### config.mk
export PLATFORM = sky130hd
export DESIGN_NAME = coupon_bond_price_with_yield_shift
export DESIGN_NICKNAME = d
export VERILOG_FILES = /design/src/design/cbp_pkg.sv /design/src/design/cbp_ctrl.sv /design/src/design/cbp_dp.sv /design/src/design/coupon_bond_price_with_yield_shift.sv
export SDC_FILE = /design/constraint.sdc
export NUM_CORES = 2
export LEC_CHECK = 0
export BUFFER_PORTS_ARGS = -buffer_cell sky130_fd_sc_hd__buf_2
export CORE_MARGIN = 4
export CORE_UTILIZATION = 40
export DETAILED_ROUTE_END_ITERATION = 8
export SETUP_SLACK_MARGIN = 0.15
export SLEW_MARGIN = 5
export SYNTH_ARGS = -nofsm -noshare
export SYNTH_HDL_FRONTEND = slang
export SYNTH_HIERARCHICAL = 1
export SYNTH_SLANG_ARGS = --single-unit
### constraint.sdc
create_clock -name clk -period 29.7 [get_ports clk]
set_clock_uncertainty 0.2 [all_clocks]
set_input_delay 4.455 -clock clk [delete_from_list [all_inputs] [get_ports clk]]
set_output_delay 4.455 -clock clk [all_outputs]
set_load 0.05 [all_outputs]
### src/design/cbp_pkg.sv
// ----------------------------------------------------------------------------
// cbp_pkg: shared types and constants for the coupon bond pricer
// Transaction structs, controller commands and status, and fixed constants.
// ----------------------------------------------------------------------------
package cbp_pkg;

  localparam int DefMaxYears = 32;

  localparam logic [29:0] ShiftReset = 30'd107374;
  localparam logic [47:0] PriceMax   = 48'hFFFF_FFFF_FFFF;
  localparam logic [48:0] FaceQ24    = 49'd100 << 24;
  localparam int          DivSteps   = 63;

  localparam logic [1:0] StatOk      = 2'd0;
  localparam logic [1:0] StatBadBase = 2'd1;
  localparam logic [1:0] StatSat     = 2'd2;

  localparam logic [1:0] YldBase = 2'd0;
  localparam logic [1:0] YldUp   = 2'd1;
  localparam logic [1:0] YldDown = 2'd2;

  typedef struct packed {
    logic        [31:0] bond_tag;
    logic signed [31:0] annual_yield;
    logic        [30:0] coupon_rate;
    logic        [5:0]  years_left;
  } in_t;

  typedef struct packed {
    logic        [31:0] tag_out;
    logic signed [31:0] yield_out;
    logic        [30:0] coupon_out;
    logic        [5:0]  years_out;
    logic        [47:0] base_price;
    logic        [47:0] price_up;
    logic        [47:0] price_down;
    logic        [1:0]  status;
  } out_t;

  typedef enum logic [2:0] {
    ST_IDLE, ST_BASE, ST_CHECK, ST_DIV, ST_ADD, ST_MUL, ST_STORE, ST_FINISH
  } state_t;

  typedef struct packed {
    logic       load_in;
    logic       ld_base;
    logic       div_step;
    logic       horner_add;
    logic       mul_step;
    logic       mul_fin;
    logic       store_price;
    logic       out_load;
    logic [1:0] yidx;
    logic [5:0] cnt;
  } cmd_t;

  typedef struct packed {
    logic skip;      // no periods or non-positive base
    logic sat;       // accumulator saturated
    logic mul_sat;   // product of the current multiply saturates
    logic k_last;    // current period is the first one
    logic out_busy;  // output register holds an untaken result
  } stat_t;

endpackage

### src/design/cbp_ctrl.sv
// ----------------------------------------------------------------------------
// cbp_ctrl: sequencing controller
// Steps each bond through base set-up, reciprocal division and the Horner
// loop for the three yields, then hands the result to the output register.
// ----------------------------------------------------------------------------
module cbp_ctrl import cbp_pkg::*; (
  input  logic  clk,
  input  logic  rst,
  input  logic  in_valid,
  output logic  in_stall,
  input  stat_t st,
  output cmd_t  cmd
);

  state_t     state, state_next;
  logic [1:0] yidx, yidx_next;
  logic [5:0] cnt, cnt_next;

  always_ff @(posedge clk) begin
    if (rst) begin
      state <= ST_IDLE;
      yidx  <= YldBase;
      cnt   <= '0;
    end else begin
      state <= state_next;
      yidx  <= yidx_next;
      cnt   <= cnt_next;
    end
  end

  always_comb begin
    state_next = state;
    yidx_next  = yidx;
    cnt_next   = cnt;
    case (state)
      ST_IDLE: begin
        if (in_valid) begin
          state_next = ST_BASE;
          yidx_next  = YldBase;
        end
      end
      ST_BASE:  state_next = ST_CHECK;
      ST_CHECK: begin
        cnt_next   = '0;
        state_next = st.skip ? ST_STORE : ST_DIV;
      end
      ST_DIV: begin
        cnt_next = cnt + 6'd1;
        if (cnt == 6'(DivSteps - 1)) state_next = ST_ADD;
      end
      ST_ADD: begin
        cnt_next   = '0;
        state_next = ST_MUL;
      end
      ST_MUL: begin
        cnt_next = cnt + 6'd1;
        if (cnt == 6'd0 && st.sat) begin
          state_next = ST_STORE;
        end else if (cnt == 6'd4) begin
          state_next = (st.mul_sat || st.k_last) ? ST_STORE : ST_ADD;
        end
      end
      ST_STORE: begin
        if (yidx == YldDown) begin
          state_next = ST_FINISH;
        end else begin
          yidx_next  = yidx + 2'd1;
          state_next = ST_BASE;
        end
      end
      ST_FINISH: begin
        if (!st.out_busy) state_next = ST_IDLE;
      end
      default: state_next = ST_IDLE;
    endcase
  end

  always_comb begin
    cmd      = '0;
    cmd.yidx = yidx;
    cmd.cnt  = cnt;
    in_stall = (state != ST_IDLE);
    case (state)
      ST_IDLE:   cmd.load_in = in_valid;
      ST_BASE:   cmd.ld_base = 1'b1;
      ST_DIV:    cmd.div_step = 1'b1;
      ST_ADD:    cmd.horner_add = 1'b1;
      ST_MUL: begin
        if (cnt == 6'd4) cmd.mul_fin = 1'b1;
        else if (!(cnt == 6'd0 && st.sat)) cmd.mul_step = 1'b1;
      end
      ST_STORE:  cmd.store_price = 1'b1;
      ST_FINISH: cmd.out_load = !st.out_busy;
      default: ;
    endcase
  end

endmodule

### src/design/cbp_dp.sv
// ----------------------------------------------------------------------------
// cbp_dp: pricing datapath
// Holds the bond, the compounding base, a restoring reciprocal divider, a
// shared 32x32 multiplier for the Horner steps and the output register.
// ----------------------------------------------------------------------------
module cbp_dp import cbp_pkg::*; #(
  parameter int MAX_YEARS = DefMaxYears
) (
  input  logic        clk,
  input  logic        rst,
  input  in_t         in_data,
  input  logic [29:0] shift,
  input  cmd_t        cmd,
  output stat_t       st,
  output logic        out_valid,
  input  logic        out_stall,
  output out_t        out_data
);

  localparam int PW = $clog2(2 * MAX_YEARS + 1);

  in_t                bond;
  logic        [PW-1:0] periods, k;
  logic        [31:0] cpn;
  logic        [32:0] b;
  logic               bad, s;
  logic        [32:0] rem;
  logic        [62:0] q;
  logic        [47:0] acc;
  logic        [63:0] prod;
  logic        [1:0]  psel;
  logic        [79:0] msum;
  logic        [47:0] price [3];
  logic               bad_any, sat_any;

  // Bond set-up from the input transaction.
  logic [7:0]    yrs;
  logic          semi;
  logic          semi_r;
  logic [PW-1:0] per_in;
  logic [37:0]   cpn_full;
  always_comb begin
    yrs      = ({2'b0, in_data.years_left} > 8'(MAX_YEARS)) ? 8'(MAX_YEARS)
                                                            : {2'b0, in_data.years_left};
    semi     = (yrs > 8'd1);
    per_in   = semi ? PW'({yrs, 1'b0}) : PW'(yrs);
    cpn_full = 38'(in_data.coupon_rate) * 38'd100;
  end

  // Compounding base for the selected yield, truncating the halving to zero.
  logic signed [33:0] ys, half, bnew;
  always_comb begin
    case (cmd.yidx)
      YldUp:   ys = 34'(bond.annual_yield) + $signed({4'b0, shift});
      YldDown: ys = 34'(bond.annual_yield) - $signed({4'b0, shift});
      default: ys = 34'(bond.annual_yield);
    endcase
    half = (periods > PW'(2) || (periods == PW'(2) && semi_r)) ?
           ($signed(ys + 34'(ys[33])) >>> 1) : ys;
    bnew = 34'sd1073741824 + half;
  end

  // Restoring division step of 2^62 by b.
  logic [33:0] rn, rdiff;
  always_comb begin
    rn    = {rem, (cmd.cnt == 6'd0)};
    rdiff = rn - {1'b0, b};
  end

  // Horner add and multiply accumulate.
  logic [48:0] asum;
  logic [31:0] opa, opb;
  logic [79:0] wprod, mtot;
  always_comb begin
    asum  = {1'b0, acc} + 49'(cpn) + ((k == periods) ? FaceQ24 : 49'd0);
    opa   = cmd.cnt[0] ? {16'b0, acc[47:32]} : acc[31:0];
    opb   = cmd.cnt[1] ? {1'b0, q[62:32]} : q[31:0];
    case (psel)
      2'd0:    wprod = 80'(prod[63:32]);
      2'd3:    wprod = {prod[47:0], 32'b0};
      default: wprod = 80'(prod);
    endcase
    mtot = msum + wprod;
  end

  always_ff @(posedge clk) begin
    if (cmd.load_in) begin
      bond    <= in_data;
      periods <= per_in;
      semi_r  <= semi;
      cpn     <= semi ? cpn_full[38-1:6] >> 1 : 32'(cpn_full[37:6]);
      bad_any <= 1'b0;
      sat_any <= 1'b0;
    end
    if (cmd.ld_base) begin
      bad <= (bnew <= 0);
      b   <= bnew[32:0];
      rem <= '0;
      acc <= '0;
      s   <= 1'b0;
      k   <= periods;
    end
    if (cmd.div_step) begin
      if (!rdiff[33]) begin
        rem <= rdiff[32:0];
        q   <= {q[61:0], 1'b1};
      end else begin
        rem <= rn[32:0];
        q   <= {q[61:0], 1'b0};
      end
    end
    if (cmd.horner_add) begin
      if (asum > {1'b0, PriceMax}) begin
        acc <= PriceMax;
        s   <= 1'b1;
      end else begin
        acc <= asum[47:0];
      end
    end
    if (cmd.mul_step) begin
      prod <= 64'(opa) * 64'(opb);
      psel <= cmd.cnt[1:0];
      msum <= (cmd.cnt == 6'd0) ? '0 : mtot;
    end
    if (cmd.mul_fin) begin
      k <= k - PW'(1);
      if (mtot > 80'(PriceMax)) begin
        acc <= PriceMax;
        s   <= 1'b1;
      end else begin
        acc <= mtot[47:0];
      end
    end
    if (cmd.store_price) begin
      price[cmd.yidx] <= bad ? 48'd0 : (s ? PriceMax : acc);
      if (periods != '0) begin
        bad_any <= bad_any | bad;
        sat_any <= sat_any | (s & !bad);
      end
    end
  end

  // Output register: one result waits here while the next bond is priced.
  always_ff @(posedge clk) begin
    if (rst) begin
      out_valid <= 1'b0;
    end else if (cmd.out_load) begin
      out_valid <= 1'b1;
    end else if (!out_stall) begin
      out_valid <= 1'b0;
    end
  end

  always_ff @(posedge clk) begin
    if (cmd.out_load) begin
      out_data.tag_out    <= bond.bond_tag;
      out_data.yield_out  <= bond.annual_yield;
      out_data.coupon_out <= bond.coupon_rate;
      out_data.years_out  <= bond.years_left;
      out_data.base_price <= price[YldBase];
      out_data.price_up   <= price[YldUp];
      out_data.price_down <= price[YldDown];
      out_data.status     <= bad_any ? StatBadBase : (sat_any ? StatSat : StatOk);
    end
  end

  always_comb begin
    st.skip     = (periods == '0) || bad;
    st.sat      = s;
    st.mul_sat  = (mtot > 80'(PriceMax));
    st.k_last   = (k == PW'(1));
    st.out_busy = out_valid && out_stall;
  end

endmodule

### src/design/coupon_bond_price_with_yield_shift.sv
// ----------------------------------------------------------------------------
// coupon_bond_price_with_yield_shift: coupon bond pricer with yield shift
// Prices each bond at its yield and at the yield plus and minus a shift.
// ----------------------------------------------------------------------------
// One bond is priced at a time. For each of the three yields the block forms
// the compounding base, checks it, runs the restoring reciprocal division
// and stores the price. Between the division and the store, each coupon
// period takes a Horner add and the four partial products of the shared
// 32x32 multiplier. A zero maturity or a non-positive base skips the division
// and the loop for that yield, and a saturated price ends its loop early.
// The result waits in an output register while the next bond is taken; a
// stalled result holds the block until it leaves. The yield shift register
// may be written at any time the block is idle.
module coupon_bond_price_with_yield_shift import cbp_pkg::*; #(
  parameter int MAX_YEARS = DefMaxYears
) (
  input  logic        clk,
  input  logic        rst,
  input  logic        in_valid,
  output logic        in_stall,
  input  in_t         in_data,
  output logic        out_valid,
  input  logic        out_stall,
  output out_t        out_data,
  input  logic        cfg_valid,
  output logic        cfg_ready,
  input  logic [29:0] cfg_data
);

  logic [29:0] yield_shift;
  cmd_t        cmd;
  stat_t       st;

  assign cfg_ready = 1'b1;

  always_ff @(posedge clk) begin
    if (rst) begin
      yield_shift <= ShiftReset;
    end else if (cfg_valid) begin
      yield_shift <= cfg_data;
    end
  end

  cbp_ctrl u_ctrl (
    .clk      (clk),
    .rst      (rst),
    .in_valid (in_valid),
    .in_stall (in_stall),
    .st       (st),
    .cmd      (cmd)
  );

  cbp_dp #(.MAX_YEARS(MAX_YEARS)) u_dp (
    .clk       (clk),
    .rst       (rst),
    .in_data   (in_data),
    .shift     (yield_shift),
    .cmd       (cmd),
    .st        (st),
    .out_valid (out_valid),
    .out_stall (out_stall),
    .out_data  (out_data)
  );

endmodule
# After elaboration in Yosys (flattened, before gate mapping)

Memories as Yosys holds them, arrays and structs flattened. A register that Yosys moved wholly into a read port is not among the register bits.
Cells that the tools add are included.

ROM bits: 0
Memory bits (writable): 144
Memories: 1
Register bits after elaboration: 620
Bits in latches: 0
Output and inout bits: 250
Bits of input ports: 136

$add $sub $neg: 11
Shifts and indexed selects: 0
Multiply operators: 2
Equal/unequal tests: 21
Divide/modulo/power cells: 0
Reduce and logical (&&, ||, !) cells: 23
Magnitude comparators: 6
Muxes and demuxes: 61
Bitwise operators: 3

Memories:

| memory     | depth | width | rd ports | clocked after memory_dff | wr ports | line         | source |
|---|---|---|---|---|---|---|---|
| u_dp.price | 3     | 48    | 3        | 3                        | 1        | cbp_dp.sv:33 | `logic [47:0] price [3];` |

Operators by type and width:

| cell                                                                              | number |
|---|---|
| 48-bit 2-to-1 mux                                                                 | 7 |
| 80-bit one-hot mux with 2 select lines                                            | 1 |
| 33-bit 2-to-1 mux                                                                 | 3 |
| 80-bit adder                                                                      | 1 |
| 80-bit by 48-bit > comparator with 1-bit output, second input constant            | 1 |
| 34-bit one-hot mux with 2 select lines                                            | 1 |
| 32-bit by 32-bit multiplier with 64-bit output                                    | 1 |
| 32-bit 2-to-1 mux                                                                 | 2 |
| 31-bit 2-to-1 mux                                                                 | 2 |
| 48-bit by 32-bit adder with 49-bit output                                         | 1 |
| 49-bit adder                                                                      | 1 |
| 49-bit by 48-bit > comparator with 1-bit output, second input constant            | 1 |
| 31-bit by 5-bit multiplier with 36-bit output, second input constant              | 1 |
| 32-bit by 34-bit adder with 34-bit output, first input constant                   | 1 |
| 34-bit by 1-bit adder with 34-bit output                                          | 1 |
| 34-bit by 1-bit less-or-equal comparator with 1-bit output, second input constant | 1 |
| 34-bit 2-to-1 mux                                                                 | 1 |
| 34-bit by 33-bit subtractor with 34-bit output                                    | 1 |
| 32-bit by 31-bit adder with 33-bit output                                         | 1 |
| 32-bit by 31-bit subtractor with 33-bit output                                    | 1 |
| 1-bit 2-to-1 mux                                                                  | 25 |
| 3-bit one-hot mux with 8 select lines                                             | 1 |
| 3-bit 2-to-1 mux                                                                  | 7 |
| 7-bit 2-to-1 mux                                                                  | 3 |
| other kinds (38)                                                                  | 61 |

# Depth between registers and ports, before layout

Depth in word-level cells: 9
Gate-level depth with buffers: 36
Mapped depth without buffers: 32

# Modules after synthesis

Netlist, hierarchy kept.

Modules (own cells, without submodules):

| module                             | area an instance (µm²) | instances | cells each |
|---|---|---|---|
| cbp_dp                             | 78856.9                | 1         | 7770 |
| coupon_bond_price_with_yield_shift | 1114.8                 | 1         | 99 |
| cbp_ctrl                           | 799.5                  | 1         | 95 |

# Worst setup path before layout

OpenSTA, ideal clock, no wires.

Path type: input to register
From: input port out_stall
To: register, netlist name u_dp/out_data[0]
Data required time: 28.292 ns
Arrival: 22.438 ns
Stages: 2
Buffers on the path: 0
Path slack: 5.854 ns
Cells stage by stage: and2_1 nor3b_1

RTL lines:

| element     | line                                     | source |
|---|---|---|
| from (decl) | coupon_bond_price_with_yield_shift.sv:23 | `input logic out_stall,` |

# Worst setup path after layout

From: register u_ctrl.cnt[1]
To: register u_dp.prod[58] (data pin)

Longest elaborated chain between the ends: 2

RTL lines:

| element                                        | line           | source |
|---|---|---|
| from (decl)                                    | cbp_ctrl.sv:17 | `logic [5:0] cnt, cnt_next;` |
| from (signal assigned)                         | cbp_ctrl.sv:27 | `cnt <= cnt_next;` |
| 32-bit 2-to-1 mux                              | cbp_dp.sv:77   | `opb = cmd.cnt[1] ? {1'b0, q[62:32]} : q[31:0];` |
| 32-bit by 32-bit multiplier with 64-bit output | cbp_dp.sv:121  | `prod <= 64'(opa) * 64'(opb);` |
| to (signal assigned)                           | cbp_dp.sv:121  |  |
| to (decl)                                      | cbp_dp.sv:30   | `logic [63:0] prod;` |

No other way between the ends.
A chain may end at the register's enable or synchronous reset.

==> impl_metrics.ini <==
[status]
status = finished, final reports clean

[global_route]
grt_pass1_wl_um = 388000
antenna_found_initial = 9
grt_pass1_vias = 60900
grt_max_degree = 175
gr-total-overflow = 0
grt_usage_pct = 24.5

[detailed_routing]
num_vias = 60100
drt_iter0_drc = 5269
viasPerCell = 5.49
dr_wl_met3_um = 22100
routed.top_layer = met5
dr.pass1.iters = 6
wl_um = 259000
m1WireLength_um = 110000
ant_nets = 0
routed-wl-met2_um = 113000
drc = 0
post_drt_wl_per_cell_um = 23.6

[synth]
synth_fa_ha_area_share_pct = 32.0
synth_xor_area_share_pct = 2.96
synth_edf_count = 863
synth_mux_area_share_pct = 1.87
ys_seq_area_share_pct = 33.2
synth_fp_nets = 9608
syn_area_per_cell_um2 = 10.1
synth_compound_area_share_pct = 9.75
synth-simple-area-share_pct = 13.1
syn_area_um2 = 80800
syn_inst = 7964
ys.flop_type = edfxtp_1
yosys_warnings = 6
ys_seq_elements = 908
async_flop_share_pct = 0
synth_top_family_by_area = adder cells
synthDistinctLibCells = 115

[setup_path]
path_common_cell = fa_1
crit_path_max_fanout = 40
slowest_stage = mux2_2
cp_top_family = adder cells
start_kind = flop
critPathMaxStageDelay_ns = 0.78
crit_arrival_ns = 11.57
critPathBufInv = 6
critPathCaptureType = flop
required_ns = 29.99
path_class = flop to flop

[clocking]
cts_sinks = 908
postCtsSetupRepairBufs = 0
ctsHoldBuffers = 0
clk_pin_slew_ns = 0.07
clockRootBuffer = clkbuf_16
numCtsBuffers = 99
clk_latency_ns = 0.78
clock_path_buffers = 3
h-tree-depth = 3
cts_tree = yes
postCtsResizedCells = 0

[die]
core_um2 = 200000
fp.dieH_um = 457
die_w_um = 457
io_pins = 386
initial_utilization_pct = 40.3
fp-row-count = 164
die-area_um2 = 209000

[placed_design]
dp_hpwl_um = 198000
io_buffers = 384
finalWeightedCongestion = 0.945

[sta]
fmax_ghz = 0.0886
tightest_slew_ns = 1.27
hold_violations = 0
finalCritPeriodShare_pct = 38.0
rsz0062_at_grt = false
maxSlewHeadroom_pct = 14.8
finalMaxSlewViolations = 0
finalSetupViolations = 0
setup_tns_ns = 0
min_period_ns = 11.28

[final_layout]
nets = 9854
syn_to_final_growth_pct = 10.4
drive_above_1_share_pct = 9.94

[worst_hold_path]
hp-class = flop to flop

[job]
maxCapViolCount = 0
final timing paths:
check | start | endpoint | slack (ns) | cells past startpoint
hold reg to reg | u_dp/price[1][16] | u_dp/out_data[66] | 0.18 | 0
hold / removal | u_dp/price[1][16] | u_dp/out_data[66] | 0.18 | 0
setup reg to reg | u_ctrl/cnt[1] | u_dp/prod[58] | 18.42 | 30
setup / recovery | u_ctrl/cnt[1] | u_dp/prod[58] | 18.42 | 30
flip-flops by register name, summed over array words and instances (netlist names):
signal	count
u_dp/k	7
u_dp/b	33
u_dp/sat_any	1
u_ctrl/state	3
u_dp/msum	80
u_ctrl/cnt	6
u_dp/cpn	32
u_dp/semi_r	1
u_dp/out_valid	1
u_dp/bond	101
u_dp/price	144
u_dp/rem	33
u_dp/s	1
u_dp/q	63
u_dp/bad_any	1
u_dp/periods	7
u_dp/psel	2
yield_shift	30
u_dp/out_data	247
u_dp/acc	48
u_ctrl/yidx	2
u_dp/bad	1
u_dp/prod	64
layout make-up:
class	count	area [µm²]
multi-input combinational	5569	48500
tap	2656	3320
clock buffer	119	2590
fill	19000	111000
timing repair buffer	495	2770
clock inverter	64	873
sequential	908	26800
inverter	1137	4290
antenna	2	5.00
synthesized netlist by cell type (88+ instances only):
cell / n / area, µm²
inv_1: 1131 / 4250
nor2_1: 1005 / 3770
fa_1: 929 / 18600
edfxtp_1: 863 / 25900
nand2_1: 811 / 3040
ha_1: 579 / 7240
a21oi_1: 331 / 1660
clkbuf_1: 299 / 1120
o21ai_0: 261 / 1310
xnor2_1: 168 / 1470
a21o_1: 151 / 1130
xor2_1: 105 / 920
nand3_1: 94 / 470
mux2i_1: 88 / 881
layer usage:
layer | global-route usage (%) | up-vias
met1 | 33.7 | 30000
li1 | - | 27000
met4 | 10.6 | 6
met5 | 0 | -
met2 | 37.6 | 2572
met3 | 5.19 | 537
cells by family after synthesis:
group	Yosys count
xor+xnor	273
buf+inv	1487
flops	908
mux	144
fa+ha+maj	1508
simple gates	2424
other cells	1
compound gates	1219
stage by stage:
stage                     hold WS, ns  util, %  instances  instance area [µm²]  setup slack [ns]
final                           0.184     44.5      11000                89200             18.42
after global routing            0.182     44.5      10900                89200             17.67
after CTS                       0.167     44.5      10900                89200             18.02
after detailed placement        0.205     42.8      10800                85700             18.02
after global placement          0.201     42.8      10800                85700             18.27
after floorplan                 0.200        -       7964                80800              5.85
cell usage in the layout (no fill, tap or decap), drive strengths merged, types with 17 or more instances in the layout:
| cell type | count |
|---|---|
| o21a | 59 |
| o31ai | 44 |
| o211ai | 17 |
| ha | 579 |
| and2 | 48 |
| or2 | 18 |
| nor2b | 76 |
| or3 | 32 |
| a21oi | 331 |
| o21bai | 33 |
| xnor2 | 168 |
| and3 | 40 |
| mux2i | 89 |
| nor4 | 24 |
| nand3 | 94 |
| dfxtp | 45 |
| xor2 | 105 |
| a21o | 152 |
| a31oi | 80 |
| nand4 | 57 |
| inv | 1143 |
| edfxtp | 863 |
| buf | 495 |
| nor2 | 1008 |
| nor3 | 85 |
| o21ai | 271 |
| mux2 | 55 |
| a211oi | 34 |
| nand2 | 811 |
| clkinv | 36 |
| fa | 929 |
| nand2b | 62 |
| clkbuf | 119 |
| a211o | 23 |
worst reg2reg max path, delay by kind of cell, from the launching register on:
kind | cells | cell delay [ns]
adders and majority gates | 9 | 4.44
AOI/OAI and AO/OA | 11 | 3.41
buffers and inverters | 6 | 1.01
muxes | 1 | 0.87
DFF | 1 | 0.70
and+or+nand+nor | 2 | 0.29
xor gates and xnor gates | 1 | 0.17
Power is not shown: default switching activity piles up to over one toggle a cycle in this logic, so the estimate is an artifact.
